### config.mk
export PLATFORM = sky130hd
export DESIGN_NAME = rate_pid_with_antiwindup_unit_flat
export DESIGN_NICKNAME = d
export VERILOG_FILES = /design/src/rpid_pkg.sv /design/src/rpid_sample_if.sv /design/src/rpid_result_if.sv /design/src/rate_pid_with_antiwindup_unit.sv /design/src/flat_wrapper.sv
export SDC_FILE = /design/constraint.sdc
export NUM_CORES = 2
export LEC_CHECK = 0
export BUFFER_PORTS_ARGS = -buffer_cell sky130_fd_sc_hd__buf_2
export CORE_ASPECT_RATIO = 1.25
export CORE_MARGIN = 2
export CORE_UTILIZATION = 31
export CTS_CLUSTER_DIAMETER = 120
export CTS_CLUSTER_SIZE = 24
export DETAILED_ROUTE_END_ITERATION = 8
export SETUP_SLACK_MARGIN = 0.5
export SYNTH_ARGS = -nofsm -noshare
export SYNTH_HDL_FRONTEND = slang
export SYNTH_SLANG_ARGS = --single-unit
### constraint.sdc
create_clock -name clk -period 12.19 [get_ports clk]
set_input_delay 1.219 -clock clk [delete_from_list [all_inputs] [get_ports clk]]
set_output_delay 1.219 -clock clk [all_outputs]
set_load 0.05 [all_outputs]
### src/rpid_pkg.sv
package rpid_pkg;

    // Field and register widths.
    localparam int AXIS_W    = 2;
    localparam int RATE_W    = 32;
    localparam int DT_W      = 24;
    localparam int LANE_W    = 16;
    localparam int NUM_LANES = 3;
    localparam int CREG_W    = LANE_W * NUM_LANES;
    localparam int CIDX_W    = 3;

    // Internal arithmetic widths.
    localparam int ERR_W      = RATE_W + 1;         // setpoint minus measurement
    localparam int MAG_W      = 19;                 // error magnitude below the rate limit
    localparam int MAG_SQ_W   = 2 * MAG_W;
    localparam int FAC_FRAC_W = 16;                 // fraction bits of the integral factor
    localparam int QUO_W      = FAC_FRAC_W + 1;     // square-law quotient and its estimate
    localparam int INTEG_W    = 21;                 // |integrator| <= 16 * (2^16 - 1)
    localparam int UPD_W      = 25;                 // integrator plus one increment
    localparam int MUL_A_W    = ERR_W;
    localparam int MUL_B_W    = DT_W;
    localparam int PROD_W     = MUL_A_W + MUL_B_W;
    localparam int SUM_W      = 52;                 // torque accumulator, Q.28
    localparam int TRQ_SH     = 12;
    localparam int SCALE_W    = 24;                 // increment chain operand
    localparam int RND_IN_W   = 49;

    // Reciprocal division of the squared error by the squared rate limit.
    localparam int SQ_DROP    = 6;                  // low bits of the square left out
    localparam int RECIP_SH   = 39;                 // shift after the reciprocal product
    localparam int SQ_SPLIT   = 16;                 // split point of the squared limit
    localparam int QCMP_W     = 56;                 // quotient times the squared limit
    localparam int QHI_W      = QCMP_W - SQ_SPLIT;

    // radians(400) in Q16.16 and its square.
    localparam logic [ERR_W-1:0]    RATE_LIMIT    = 33'd457528;
    localparam logic [MAG_SQ_W-1:0] RATE_LIMIT_SQ = 38'd209331870784;

    // floor(2^61 / RATE_LIMIT_SQ): with the square shifted down by SQ_DROP and
    // the product shifted down by RECIP_SH, the estimate is at most one low.
    localparam logic [MUL_B_W-1:0] RATE_LIMIT_SQ_RECIP = 24'd11015250;
    // The squared limit in two pieces that each fit the shared multiplier.
    localparam logic [MUL_B_W-1:0] RATE_LIMIT_SQ_HI = MUL_B_W'(RATE_LIMIT_SQ >> SQ_SPLIT);
    localparam logic [MUL_B_W-1:0] RATE_LIMIT_SQ_LO = MUL_B_W'(RATE_LIMIT_SQ[SQ_SPLIT-1:0]);

    typedef logic [AXIS_W-1:0]        axis_t;
    typedef logic signed [RATE_W-1:0] rate_t;
    typedef logic [DT_W-1:0]          dt_t;
    typedef logic [LANE_W-1:0]        gain_t;
    typedef logic [CREG_W-1:0]        creg_t;
    typedef logic [CIDX_W-1:0]        cfg_idx_t;

    // Configuration register indexes.
    localparam cfg_idx_t REG_PROP_GAINS   = 3'd0;
    localparam cfg_idx_t REG_INTEG_GAINS  = 3'd1;
    localparam cfg_idx_t REG_DERIV_GAINS  = 3'd2;
    localparam cfg_idx_t REG_FFWD_GAINS   = 3'd3;
    localparam cfg_idx_t REG_INTEG_LIMITS = 3'd4;

    // Picks the Q4.12 lane of one axis out of a packed register.
    function automatic gain_t lane_sel(input creg_t r, input axis_t a);
        gain_t g;
        case (a)
            2'd0:    g = r[0*LANE_W +: LANE_W];
            2'd1:    g = r[1*LANE_W +: LANE_W];
            2'd2:    g = r[2*LANE_W +: LANE_W];
            default: g = '0;
        endcase
        return g;
    endfunction

endpackage

### src/rpid_sample_if.sv
interface rpid_sample_if;
    import rpid_pkg::*;

    logic  valid;
    logic  ready;
    axis_t axis;
    rate_t rate_meas;
    rate_t rate_setpoint;
    rate_t ang_accel;
    dt_t   step_time;
    logic  on_ground;
    logic  sat_pos;
    logic  sat_neg;

    modport source (
        output valid, axis, rate_meas, rate_setpoint, ang_accel,
               step_time, on_ground, sat_pos, sat_neg,
        input  ready
    );

    modport sink (
        input  valid, axis, rate_meas, rate_setpoint, ang_accel,
               step_time, on_ground, sat_pos, sat_neg,
        output ready
    );
endinterface

### src/rpid_result_if.sv
interface rpid_result_if;
    import rpid_pkg::*;

    logic  valid;
    logic  ready;
    axis_t out_axis;
    rate_t torque;
    rate_t integ_value;

    modport source (
        output valid, out_axis, torque, integ_value,
        input  ready
    );

    modport sink (
        input  valid, out_axis, torque, integ_value,
        output ready
    );
endinterface

### src/rate_pid_with_antiwindup_unit.sv
// Three-axis angular-rate PID controller with feedforward and integrator
// anti-windup, one axis per request. A request carries the measured rate,
// setpoint, angular acceleration, dt, a landed flag and the allocator
// saturation flags; the result carries the saturated Q16.16 torque
// kp*err + integ - kd*accel + kff*setpoint (using the integrator from before
// the request) and the integrator after the update. All arithmetic runs
// through one 33x24 signed multiplier under a small sequencer, so the block
// takes no new request until the last result is in the output register.
// An airborne request steps through the four multiplications of the torque
// and the square law, the reciprocal multiplication that divides the squared
// error by the squared rate limit together with the two products that check
// its estimate, and the three multiply-and-round stages of the increment. A
// landed request stops after the torque, and an axis index outside the
// configured axes goes straight to the output. A result that is not taken
// holds the sequencer in its last state. Gains must be written through the
// configuration port only while idle; the block does not enforce it.
module rate_pid_with_antiwindup_unit #(
    parameter int AXES       = 3,
    parameter int DATA_WIDTH = 32
) (
    input  logic               clk,
    input  logic               rst_n,
    input  logic               cfg_wr_en,
    input  rpid_pkg::cfg_idx_t cfg_index,
    input  rpid_pkg::creg_t    cfg_wdata,
    rpid_sample_if.sink        sample,
    rpid_result_if.source      result
);
    import rpid_pkg::*;

    // Only three lanes exist in the packed registers.
    localparam int NUM_AX   = (AXES < NUM_LANES) ? AXES : NUM_LANES;
    localparam int AX_IDX_W = (NUM_AX > 1) ? $clog2(NUM_AX) : 1;
    localparam int RND_W    = SUM_W - TRQ_SH;
    localparam int CMP_W    = ((RND_W > DATA_WIDTH) ? RND_W : DATA_WIDTH) + 1;

    // Saturation bounds of a DATA_WIDTH-bit signed torque.
    localparam logic signed [CMP_W-1:0] SAT_HI =
        {{(CMP_W - DATA_WIDTH + 1){1'b0}}, {(DATA_WIDTH - 1){1'b1}}};
    localparam logic signed [CMP_W-1:0] SAT_LO = ~SAT_HI;

    typedef enum logic [4:0] {
        S_IDLE, S_KP, S_KD, S_KF, S_SQ, S_RND, S_EST, S_QLO, S_FAC, S_FK,
        S_R1, S_PM, S_R2, S_PD, S_R3, S_ADD, S_CLMP, S_OUT
    } state_t;

    // ------------------------------------------------------------------
    // Configuration registers.
    // ------------------------------------------------------------------
    creg_t prop_gains_reg;
    creg_t integ_gains_reg;
    creg_t deriv_gains_reg;
    creg_t ffwd_gains_reg;
    creg_t integ_limits_reg;

    always_ff @(posedge clk or negedge rst_n)
    begin
        if (!rst_n)
        begin
            prop_gains_reg   <= '0;
            integ_gains_reg  <= '0;
            deriv_gains_reg  <= '0;
            ffwd_gains_reg   <= '0;
            integ_limits_reg <= '0;
        end
        else if (cfg_wr_en)
        begin
            case (cfg_index)
                REG_PROP_GAINS:   prop_gains_reg   <= cfg_wdata;
                REG_INTEG_GAINS:  integ_gains_reg  <= cfg_wdata;
                REG_DERIV_GAINS:  deriv_gains_reg  <= cfg_wdata;
                REG_FFWD_GAINS:   ffwd_gains_reg   <= cfg_wdata;
                REG_INTEG_LIMITS: integ_limits_reg <= cfg_wdata;
                default:          ;
            endcase
        end
    end

    // ------------------------------------------------------------------
    // Sequencer registers.
    // ------------------------------------------------------------------
    state_t                    state_reg,     state_next;
    axis_t                     axis_reg,      axis_next;
    rate_t                     sp_reg,        sp_next;
    rate_t                     accel_reg,     accel_next;
    dt_t                       dt_reg,        dt_next;
    logic                      landed_reg,    landed_next;
    logic                      spos_reg,      spos_next;
    logic                      sneg_reg,      sneg_next;
    logic signed [ERR_W-1:0]   err_reg,       err_next;
    logic [ERR_W-1:0]          mag_reg,       mag_next;
    logic                      eneg_reg,      eneg_next;
    logic                      big_reg,       big_next;
    logic signed [INTEG_W-1:0] integ_reg,     integ_next;
    logic signed [SUM_W-1:0]   acc_reg,       acc_next;
    logic signed [PROD_W-1:0]  prod_reg,      prod_next;
    logic [SCALE_W-1:0]        p_reg,         p_next;
    logic [MAG_SQ_W-1:0]       sq_reg,        sq_next;
    logic [QUO_W-1:0]          quo_reg,       quo_next;
    logic [QHI_W-1:0]          qhi_reg,       qhi_next;
    logic signed [UPD_W-1:0]   upd_reg,       upd_next;
    rate_t                     torque_reg,    torque_next;
    logic                      res_valid_reg, res_valid_next;
    axis_t                     res_axis_reg,  res_axis_next;
    rate_t                     res_torque_reg, res_torque_next;
    rate_t                     res_integ_reg, res_integ_next;

    // Integrator per axis, Q16.16 held in its clamped range.
    logic signed [INTEG_W-1:0] integ_mem [NUM_AX];

    // Gain lanes of the axis being served.
    gain_t kp_lane, ki_lane, kd_lane, kff_lane, lim_lane;

    assign kp_lane  = lane_sel(prop_gains_reg,   axis_reg);
    assign ki_lane  = lane_sel(integ_gains_reg,  axis_reg);
    assign kd_lane  = lane_sel(deriv_gains_reg,  axis_reg);
    assign kff_lane = lane_sel(ffwd_gains_reg,   axis_reg);
    assign lim_lane = lane_sel(integ_limits_reg, axis_reg);

    // ------------------------------------------------------------------
    // Datapath helpers.
    // ------------------------------------------------------------------
    logic                      in_range;
    logic                      req_take;
    logic                      res_load;

    // Error clipping by the allocator saturation flags.
    logic                      err_neg, err_pos, err_clip;

    // Torque rounding and saturation.
    logic signed [SUM_W-1:0]   acc_half;
    logic signed [RND_W-1:0]   trq_rnd;
    logic signed [CMP_W-1:0]   trq_ext;
    logic signed [CMP_W-1:0]   trq_sat;

    // Square-law division by reciprocal multiplication.
    logic [QUO_W-1:0]          quo_est;
    logic [QCMP_W-1:0]         qd_prod;
    logic [QCMP_W-1:0]         sq_scaled;
    logic                      quo_fits;
    logic [QUO_W-1:0]          quo_val;
    logic [QUO_W-1:0]          fac_val;

    // Round-half-up of the unsigned increment products.
    logic [RND_IN_W-1:0]       rnd_half;
    logic [RND_IN_W-1:0]       rnd_sum;

    // Integrator update and clamp.
    logic signed [UPD_W-1:0]   p_signed;
    logic signed [UPD_W-1:0]   integ_ext;
    logic signed [UPD_W-1:0]   lim_pos, lim_neg, upd_clamped;

    // ------------------------------------------------------------------
    // Shared multiplier. Each issuing state picks its operands; the
    // product is registered and consumed in the following state.
    // ------------------------------------------------------------------
    logic signed [MUL_A_W-1:0]       mul_a;
    logic [MUL_B_W-1:0]              mul_b;
    logic signed [MUL_B_W:0]         mul_b_s;
    logic signed [MUL_A_W+MUL_B_W:0] mul_full;

    always_comb
    begin
        mul_a = '0;
        mul_b = '0;
        case (state_reg)
            S_KP:
            begin
                mul_a = err_reg;
                mul_b = MUL_B_W'(kp_lane);
            end
            S_KD:
            begin
                mul_a = {accel_reg[RATE_W-1], accel_reg};
                mul_b = MUL_B_W'(kd_lane);
            end
            S_KF:
            begin
                mul_a = {sp_reg[RATE_W-1], sp_reg};
                mul_b = MUL_B_W'(kff_lane);
            end
            S_SQ:
            begin
                mul_a = MUL_A_W'(mag_reg[MAG_W-1:0]);
                mul_b = MUL_B_W'(mag_reg[MAG_W-1:0]);
            end
            S_RND:
            begin
                // The squared error sits in the product register here.
                mul_a = MUL_A_W'(prod_reg[MAG_SQ_W-1:SQ_DROP]);
                mul_b = RATE_LIMIT_SQ_RECIP;
            end
            S_EST:
            begin
                mul_a = MUL_A_W'(quo_est);
                mul_b = RATE_LIMIT_SQ_HI;
            end
            S_QLO:
            begin
                mul_a = MUL_A_W'(quo_reg);
                mul_b = RATE_LIMIT_SQ_LO;
            end
            S_FK:
            begin
                mul_a = MUL_A_W'(p_reg);
                mul_b = MUL_B_W'(ki_lane);
            end
            S_PM:
            begin
                mul_a = MUL_A_W'(p_reg);
                mul_b = MUL_B_W'(mag_reg[MAG_W-1:0]);
            end
            S_PD:
            begin
                mul_a = MUL_A_W'(p_reg);
                mul_b = dt_reg;
            end
            default:
            begin
                mul_a = '0;
                mul_b = '0;
            end
        endcase
    end

    assign mul_b_s  = {1'b0, mul_b};
    assign mul_full = mul_a * mul_b_s;

    assign in_range = ({1'b0, sample.axis} < 3'(NUM_AX));
    assign req_take = (state_reg == S_IDLE) && sample.valid;
    assign res_load = (state_reg == S_OUT) && (!res_valid_reg || result.ready);

    assign err_neg  = err_reg[ERR_W-1];
    assign err_pos  = !err_neg && (err_reg != '0);
    assign err_clip = (spos_reg && err_pos) || (sneg_reg && err_neg);

    // Adding half an LSB and shifting arithmetically floors toward minus
    // infinity, which gives round-half-up on the Q.28 sum.
    assign acc_half = acc_reg + SUM_W'(1 << (TRQ_SH - 1));
    assign trq_rnd  = acc_half[SUM_W-1:TRQ_SH];
    assign trq_ext  = {{(CMP_W - RND_W){trq_rnd[RND_W-1]}}, trq_rnd};
    assign trq_sat  = (trq_ext > SAT_HI) ? SAT_HI :
                      (trq_ext < SAT_LO) ? SAT_LO : trq_ext;

    // The reciprocal product never overshoots the true quotient and falls
    // short of it by at most one. The estimate plus one is kept and checked
    // against the squared error scaled to Q0.16; if it overshoots, the
    // quotient is one less. Whenever the factor is used the squared error
    // is below the squared limit, so the quotient fits in 16 bits.
    assign quo_est   = prod_reg[RECIP_SH +: QUO_W] + 1'b1;
    assign qd_prod   = {qhi_reg, {SQ_SPLIT{1'b0}}} + prod_reg[QCMP_W-1:0];
    assign sq_scaled = QCMP_W'({sq_reg, {FAC_FRAC_W{1'b0}}});
    assign quo_fits  = (qd_prod <= sq_scaled);
    assign quo_val   = quo_fits ? quo_reg : quo_reg - 1'b1;
    assign fac_val   = {1'b1, {FAC_FRAC_W{1'b0}}} - quo_val;

    always_comb
    begin
        case (state_reg)
            S_R1:    rnd_half = RND_IN_W'(1) << 11;
            S_R2:    rnd_half = RND_IN_W'(1) << 15;
            default: rnd_half = RND_IN_W'(1) << 23;
        endcase
    end

    assign rnd_sum = {1'b0, prod_reg[RND_IN_W-2:0]} + rnd_half;

    assign p_signed    = {1'b0, p_reg};
    assign integ_ext   = {{(UPD_W - INTEG_W){integ_reg[INTEG_W-1]}}, integ_reg};
    assign lim_pos     = UPD_W'({lim_lane, 4'b0000});
    assign lim_neg     = -lim_pos;
    assign upd_clamped = (upd_reg > lim_pos) ? lim_pos :
                         (upd_reg < lim_neg) ? lim_neg : upd_reg;

    // ------------------------------------------------------------------
    // Sequencer next-state logic.
    // ------------------------------------------------------------------
    always_comb
    begin
        state_next      = state_reg;
        axis_next       = axis_reg;
        sp_next         = sp_reg;
        accel_next      = accel_reg;
        dt_next         = dt_reg;
        landed_next     = landed_reg;
        spos_next       = spos_reg;
        sneg_next       = sneg_reg;
        err_next        = err_reg;
        mag_next        = mag_reg;
        eneg_next       = eneg_reg;
        big_next        = big_reg;
        integ_next      = integ_reg;
        acc_next        = acc_reg;
        prod_next       = mul_full[PROD_W-1:0];
        p_next          = p_reg;
        sq_next         = sq_reg;
        quo_next        = quo_reg;
        qhi_next        = qhi_reg;
        upd_next        = upd_reg;
        torque_next     = torque_reg;
        res_axis_next   = res_axis_reg;
        res_torque_next = res_torque_reg;
        res_integ_next  = res_integ_reg;

        // A waiting result leaves when taken, unless replaced this cycle.
        res_valid_next  = res_valid_reg && !result.ready;

        case (state_reg)
            S_IDLE:
            begin
                if (req_take)
                begin
                    axis_next   = sample.axis;
                    sp_next     = sample.rate_setpoint;
                    accel_next  = sample.ang_accel;
                    dt_next     = sample.step_time;
                    landed_next = sample.on_ground;
                    spos_next   = sample.sat_pos;
                    sneg_next   = sample.sat_neg;
                    err_next    = {sample.rate_setpoint[RATE_W-1], sample.rate_setpoint}
                                - {sample.rate_meas[RATE_W-1], sample.rate_meas};
                    // An axis outside the configured set reports zeros.
                    torque_next = '0;
                    if (in_range)
                    begin
                        integ_next = integ_mem[sample.axis[AX_IDX_W-1:0]];
                        state_next = S_KP;
                    end
                    else
                    begin
                        integ_next = '0;
                        state_next = S_OUT;
                    end
                end
            end
            S_KP:
            begin
                eneg_next  = err_neg && !err_clip;
                if (err_clip)
                    mag_next = '0;
                else if (err_neg)
                    mag_next = -err_reg;
                else
                    mag_next = err_reg;
                state_next = S_KD;
            end
            S_KD:
            begin
                acc_next   = {{(SUM_W - INTEG_W - TRQ_SH){integ_reg[INTEG_W-1]}},
                              integ_reg, {TRQ_SH{1'b0}}} + prod_reg[SUM_W-1:0];
                big_next   = (mag_reg >= RATE_LIMIT);
                state_next = S_KF;
            end
            S_KF:
            begin
                acc_next   = acc_reg - prod_reg[SUM_W-1:0];
                state_next = S_SQ;
            end
            S_SQ:
            begin
                acc_next   = acc_reg + prod_reg[SUM_W-1:0];
                state_next = S_RND;
            end
            S_RND:
            begin
                torque_next = trq_sat[RATE_W-1:0];
                sq_next     = prod_reg[MAG_SQ_W-1:0];
                state_next  = landed_reg ? S_OUT : S_EST;
            end
            S_EST:
            begin
                quo_next   = quo_est;
                state_next = S_QLO;
            end
            S_QLO:
            begin
                qhi_next   = prod_reg[QHI_W-1:0];
                state_next = S_FAC;
            end
            S_FAC:
            begin
                // Integral factor in Q0.16: zero at or beyond the rate limit.
                p_next     = big_reg ? '0 : SCALE_W'(fac_val);
                state_next = S_FK;
            end
            S_FK:
            begin
                state_next = S_R1;
            end
            S_R1:
            begin
                p_next     = rnd_sum[12 +: SCALE_W];
                state_next = S_PM;
            end
            S_PM:
            begin
                state_next = S_R2;
            end
            S_R2:
            begin
                p_next     = rnd_sum[16 +: SCALE_W];
                state_next = S_PD;
            end
            S_PD:
            begin
                state_next = S_R3;
            end
            S_R3:
            begin
                p_next     = rnd_sum[24 +: SCALE_W];
                state_next = S_ADD;
            end
            S_ADD:
            begin
                // The increment is built on magnitudes, then takes the sign
                // of the clipped error.
                upd_next   = integ_ext + (eneg_reg ? -p_signed : p_signed);
                state_next = S_CLMP;
            end
            S_CLMP:
            begin
                integ_next = upd_clamped[INTEG_W-1:0];
                state_next = S_OUT;
            end
            S_OUT:
            begin
                if (res_load)
                begin
                    res_valid_next  = 1'b1;
                    res_axis_next   = axis_reg;
                    res_torque_next = torque_reg;
                    res_integ_next  = RATE_W'(integ_reg);
                    state_next      = S_IDLE;
                end
            end
            default:
            begin
                state_next = S_IDLE;
            end
        endcase
    end

    always_ff @(posedge clk or negedge rst_n)
    begin
        if (!rst_n)
        begin
            state_reg      <= S_IDLE;
            axis_reg       <= '0;
            sp_reg         <= '0;
            accel_reg      <= '0;
            dt_reg         <= '0;
            landed_reg     <= 1'b0;
            spos_reg       <= 1'b0;
            sneg_reg       <= 1'b0;
            err_reg        <= '0;
            mag_reg        <= '0;
            eneg_reg       <= 1'b0;
            big_reg        <= 1'b0;
            integ_reg      <= '0;
            acc_reg        <= '0;
            prod_reg       <= '0;
            p_reg          <= '0;
            sq_reg         <= '0;
            quo_reg        <= '0;
            qhi_reg        <= '0;
            upd_reg        <= '0;
            torque_reg     <= '0;
            res_valid_reg  <= 1'b0;
            res_axis_reg   <= '0;
            res_torque_reg <= '0;
            res_integ_reg  <= '0;
        end
        else
        begin
            state_reg      <= state_next;
            axis_reg       <= axis_next;
            sp_reg         <= sp_next;
            accel_reg      <= accel_next;
            dt_reg         <= dt_next;
            landed_reg     <= landed_next;
            spos_reg       <= spos_next;
            sneg_reg       <= sneg_next;
            err_reg        <= err_next;
            mag_reg        <= mag_next;
            eneg_reg       <= eneg_next;
            big_reg        <= big_next;
            integ_reg      <= integ_next;
            acc_reg        <= acc_next;
            prod_reg       <= prod_next;
            p_reg          <= p_next;
            sq_reg         <= sq_next;
            quo_reg        <= quo_next;
            qhi_reg        <= qhi_next;
            upd_reg        <= upd_next;
            torque_reg     <= torque_next;
            res_valid_reg  <= res_valid_next;
            res_axis_reg   <= res_axis_next;
            res_torque_reg <= res_torque_next;
            res_integ_reg  <= res_integ_next;
        end
    end

    // The clamped integrator is written back once per airborne request.
    always_ff @(posedge clk or negedge rst_n)
    begin
        if (!rst_n)
        begin
            for (int i = 0; i < NUM_AX; i++)
                integ_mem[i] <= '0;
        end
        else if (state_reg == S_CLMP)
        begin
            integ_mem[axis_reg[AX_IDX_W-1:0]] <= upd_clamped[INTEG_W-1:0];
        end
    end

    // ------------------------------------------------------------------
    // Channel outputs.
    // ------------------------------------------------------------------
    assign sample.ready       = (state_reg == S_IDLE);
    assign result.valid       = res_valid_reg;
    assign result.out_axis    = res_axis_reg;
    assign result.torque      = res_torque_reg;
    assign result.integ_value = res_integ_reg;

endmodule

### src/flat_wrapper.sv
// flat-port wrapper written by rule: the top's interface ports become plain ports
module rate_pid_with_antiwindup_unit_flat import rpid_pkg::*;
#(
    parameter int AXES       = 3,
    parameter int DATA_WIDTH = 32
)
  (clk, rst_n, cfg_wr_en, cfg_index, cfg_wdata, sample_valid, sample_axis, sample_rate_meas, sample_rate_setpoint, sample_ang_accel, sample_step_time, sample_on_ground, sample_sat_pos, sample_sat_neg, sample_ready, result_valid, result_out_axis, result_torque, result_integ_value, result_ready);
  rpid_sample_if sample_i ();
  rpid_result_if result_i ();
  input  logic clk;
  input  logic rst_n;
  input  logic cfg_wr_en;
  input  rpid_pkg::cfg_idx_t cfg_index;
  input  rpid_pkg::creg_t cfg_wdata;
  input wire logic [$bits(sample_i.valid)-1:0] sample_valid;
  input wire logic [$bits(sample_i.axis)-1:0] sample_axis;
  input wire logic [$bits(sample_i.rate_meas)-1:0] sample_rate_meas;
  input wire logic [$bits(sample_i.rate_setpoint)-1:0] sample_rate_setpoint;
  input wire logic [$bits(sample_i.ang_accel)-1:0] sample_ang_accel;
  input wire logic [$bits(sample_i.step_time)-1:0] sample_step_time;
  input wire logic [$bits(sample_i.on_ground)-1:0] sample_on_ground;
  input wire logic [$bits(sample_i.sat_pos)-1:0] sample_sat_pos;
  input wire logic [$bits(sample_i.sat_neg)-1:0] sample_sat_neg;
  output wire logic [$bits(sample_i.ready)-1:0] sample_ready;
  output wire logic [$bits(result_i.valid)-1:0] result_valid;
  output wire logic [$bits(result_i.out_axis)-1:0] result_out_axis;
  output wire logic [$bits(result_i.torque)-1:0] result_torque;
  output wire logic [$bits(result_i.integ_value)-1:0] result_integ_value;
  input wire logic [$bits(result_i.ready)-1:0] result_ready;
  assign sample_i.valid = sample_valid;
  assign sample_i.axis = sample_axis;
  assign sample_i.rate_meas = sample_rate_meas;
  assign sample_i.rate_setpoint = sample_rate_setpoint;
  assign sample_i.ang_accel = sample_ang_accel;
  assign sample_i.step_time = sample_step_time;
  assign sample_i.on_ground = sample_on_ground;
  assign sample_i.sat_pos = sample_sat_pos;
  assign sample_i.sat_neg = sample_sat_neg;
  assign sample_ready = sample_i.ready;
  assign result_valid = result_i.valid;
  assign result_out_axis = result_i.out_axis;
  assign result_torque = result_i.torque;
  assign result_integ_value = result_i.integ_value;
  assign result_i.ready = result_ready;
  rate_pid_with_antiwindup_unit #(.AXES(AXES), .DATA_WIDTH(DATA_WIDTH)) u_core (.clk(clk), .rst_n(rst_n), .cfg_wr_en(cfg_wr_en), .cfg_index(cfg_index), .cfg_wdata(cfg_wdata), .sample(sample_i), .result(result_i));
endmodule
==> flow_summary.ini <==
[sta]
finalMaxSlewViolations = 0
hold_viol = 0
worst_slew_pin_slew_ns = 1.25
fin_crit_sh_pct = 91.8
rsz0062_at_grt = no
setup-tns-final_ns = 0
fin_skew_ns = 0.0511
max_clock_freq_mhz = 89.4
slew_headroom_pct = 15.8
setup_viol = 0
min_period_ns = 11.19

[global_routing]
grt-ovfl-total = 0
grt_antenna_before_repair = 26
grt_pass1_vias = 65700
grt_first_pass_wirelength_mm = 422
gr-usage-all-layers_pct = 21.8
grt_max_degree = 175

[status]
status = finished clean

[layout]
syn_to_final_growth_pct = 9.10
postLayoutCellArea_um2 = 85000
nets = 10100
postLayoutCoreUtil_pct = 34.0
largest_register_ffs = 63
drive_above_1_share_pct = 10.8

[clock_tree]
clkSlewWorstSetupHoldPaths_ns = 0.11
cts_root_buf = clkbuf_16
numCtsBuffers = 46
cts_buffer_depth = 3
cts_setup_buffers = 0
cts_tree = built
clock_tree.htree_level_count = 2
cts_resized = 0
cts_sinks = 830
worstSkewPairLatency_ns = 0.75
cts_hold_buf = 0

[synth]
synth_top_family_by_area = adder cells
async_flop_share_pct = 100
syn-mean-instance-area_um2 = 9.08
synth_simple_gate_area_share_pct = 14.3
muxShareOfSynthArea_pct = 6.84
synth_compound_area_share_pct = 12.3
synthCells = 8577
yosysTopAreaCellShare_pct = 26.7
ys_top_cells_by_area = dfrtp_1, fa_1, ha_1
yosys_register_bits = 830
yosys_warnings = 0
synth_top_cell_by_area = dfrtp_1
synth-xor-area-share_pct = 4.86
synth_edf_count = 0
yosysMostFrequentCell = nand2_1
synthFlopType = dfrtp_1
synth.yosys.seq_area_share_pct = 26.7
syn_area_um2 = 77900
synthTopCellsByCount = nand2_1, inv_1, dfrtp_1, fa_1, nor2_1
synth_fa_ha_area_share_pct = 27.3
synth.distinct_cells = 95

[worst_setup_path]
path_max_fanout = 33
worstPathRequired_ns = 12.82
reg2reg_from = u_core.state_reg[1]
worstReg2RegEnd = u_core.prod_reg[54]
crit_path_top_delay_cell = nor2_2
worstSetupEndpointType = flop
rr_worst_depth = 33
regToRegSetupSlack_ns = 1.00
arrival_ns = 11.82
crit_family = adder cells
worst-setup-path-type = reg -> reg
start_kind = flop
slowest_delay_ns = 1.02
cp_common_cell = fa_1
path_buf_inv = 7

[placed_design]
place_area_um2 = 83500
gp_congestion = 0.995
hpwl_mm = 225
port_buffers = 248

[hold_path]
worstHoldStart = u_core.integ_mem[52]
min_path_type = reg -> reg
worstHoldEndpoint = u_core.integ_mem[52]
whs_path_depth = 2

[die]
ios = 249
start_util_pct = 31.2
die_area_um2 = 255000
fp.dieH_um = 564
rows = 205
core_area_um2 = 250000
die_x_um = 452

[route]
drt-vias-per-instance = 5.29
drt_pass1_iterations = 8
avgRoutedWirePerCell_um = 23.3
routed-via-count = 63600
drc = 0
routed_wl_mm = 280
dr_wl_met3_mm = 20.3
drtAntennaViolNets = 0
dr_wl_met2_mm = 131
drt_iter0_markers = 5012
wl_met1_mm = 113
dr.max_layer_used = met5

[run]
cap_violations = 0
[layout make-up]
type | instances | area (µm²)
Tap cell | 3312 | 4140
Sequential cell | 830 | 20800
Fill cell | 25600 | 165000
Inverter | 1167 | 4380
Clock buffer | 48 | 1160
Timing Repair Buffer | 424 | 2620
Antenna cell | 8 | 20.0
Clock inverter | 19 | 299
Multi-Input combinational cell | 6210 | 51600
[cell families (layout without fill, tap and decap cells)]
family | after synthesis | count (layout)
compound gates | 1475 | 1475
xor+xnor | 432 | 432
fa+ha+maj | 1223 | 1223
buf+inv | 1588 | 1658
flops | 830 | 830
mux | 487 | 487
other cells | 2 | 61
simple gates | 2540 | 2540
[placed cells by master, fill, tap and decap left out, types with 119 or more instances in the layout]
master   Yosys  routed
a21o_1     141     141
a21oi_1    309     307
buf_2        9     247
buf_4       11     172
dfrtp_1    830     828
fa_1       798     798
ha_1       425     425
inv_1     1167    1167
mux2_2     364     364
mux2i_1    123     123
nand2_1   1320    1317
nand3_1    120     119
nor2_1     557     546
o21ai_0    408     407
xnor2_1    255     255
xor2_1     177     177
[how the worst max path moves through the flow]
stage / start / endpoint / slack, ns / depth (start not counted)
5_1_grt: u_core.state_reg[1] / u_core.prod_reg[54] / 0.60 / 33
3_5_place_dp: u_core.state_reg[1] / u_core.prod_reg[54] / 1.25 / 33
3_3_place_gp: u_core.state_reg[1] / u_core.prod_reg[54] / 1.37 / 33
6_report: u_core.state_reg[1] / u_core.prod_reg[54] / 1.00 / 33
2_1_floorplan: u_core.axis_reg[1] / u_core.prod_reg[54] / 2.10 / 36
4_1_cts: u_core.state_reg[1] / u_core.prod_reg[54] / 1.20 / 33
[stage by stage]
stage / worst slack [ns] / hold WS (ns) / instances
floorplan: 2.10 / 0.437 / 8628
global placement: 1.37 / 0.456 / 11900
detailed placement: 1.25 / 0.462 / 11900
CTS: 1.20 / 0.486 / 12000
global route: 0.600 / 0.501 / 12000
finish: 1.00 / 0.481 / 12000
[worst min-delay path, delay by kind of cell (launching register included)]
kind	cells	cell delay, ns
flip-flops	1	0.35
AND/OR/NAND/NOR	2	0.10
[layer usage]
metal,global-route usage [%],up-vias
li1,-,28300
met1,27.3,32100
met2,36.2,2468
met3,4.00,660
met4,10.4,12
met5,0,-
Power is not shown: default switching activity piles up to over one toggle a cycle in this logic, so the estimate is an artifact.
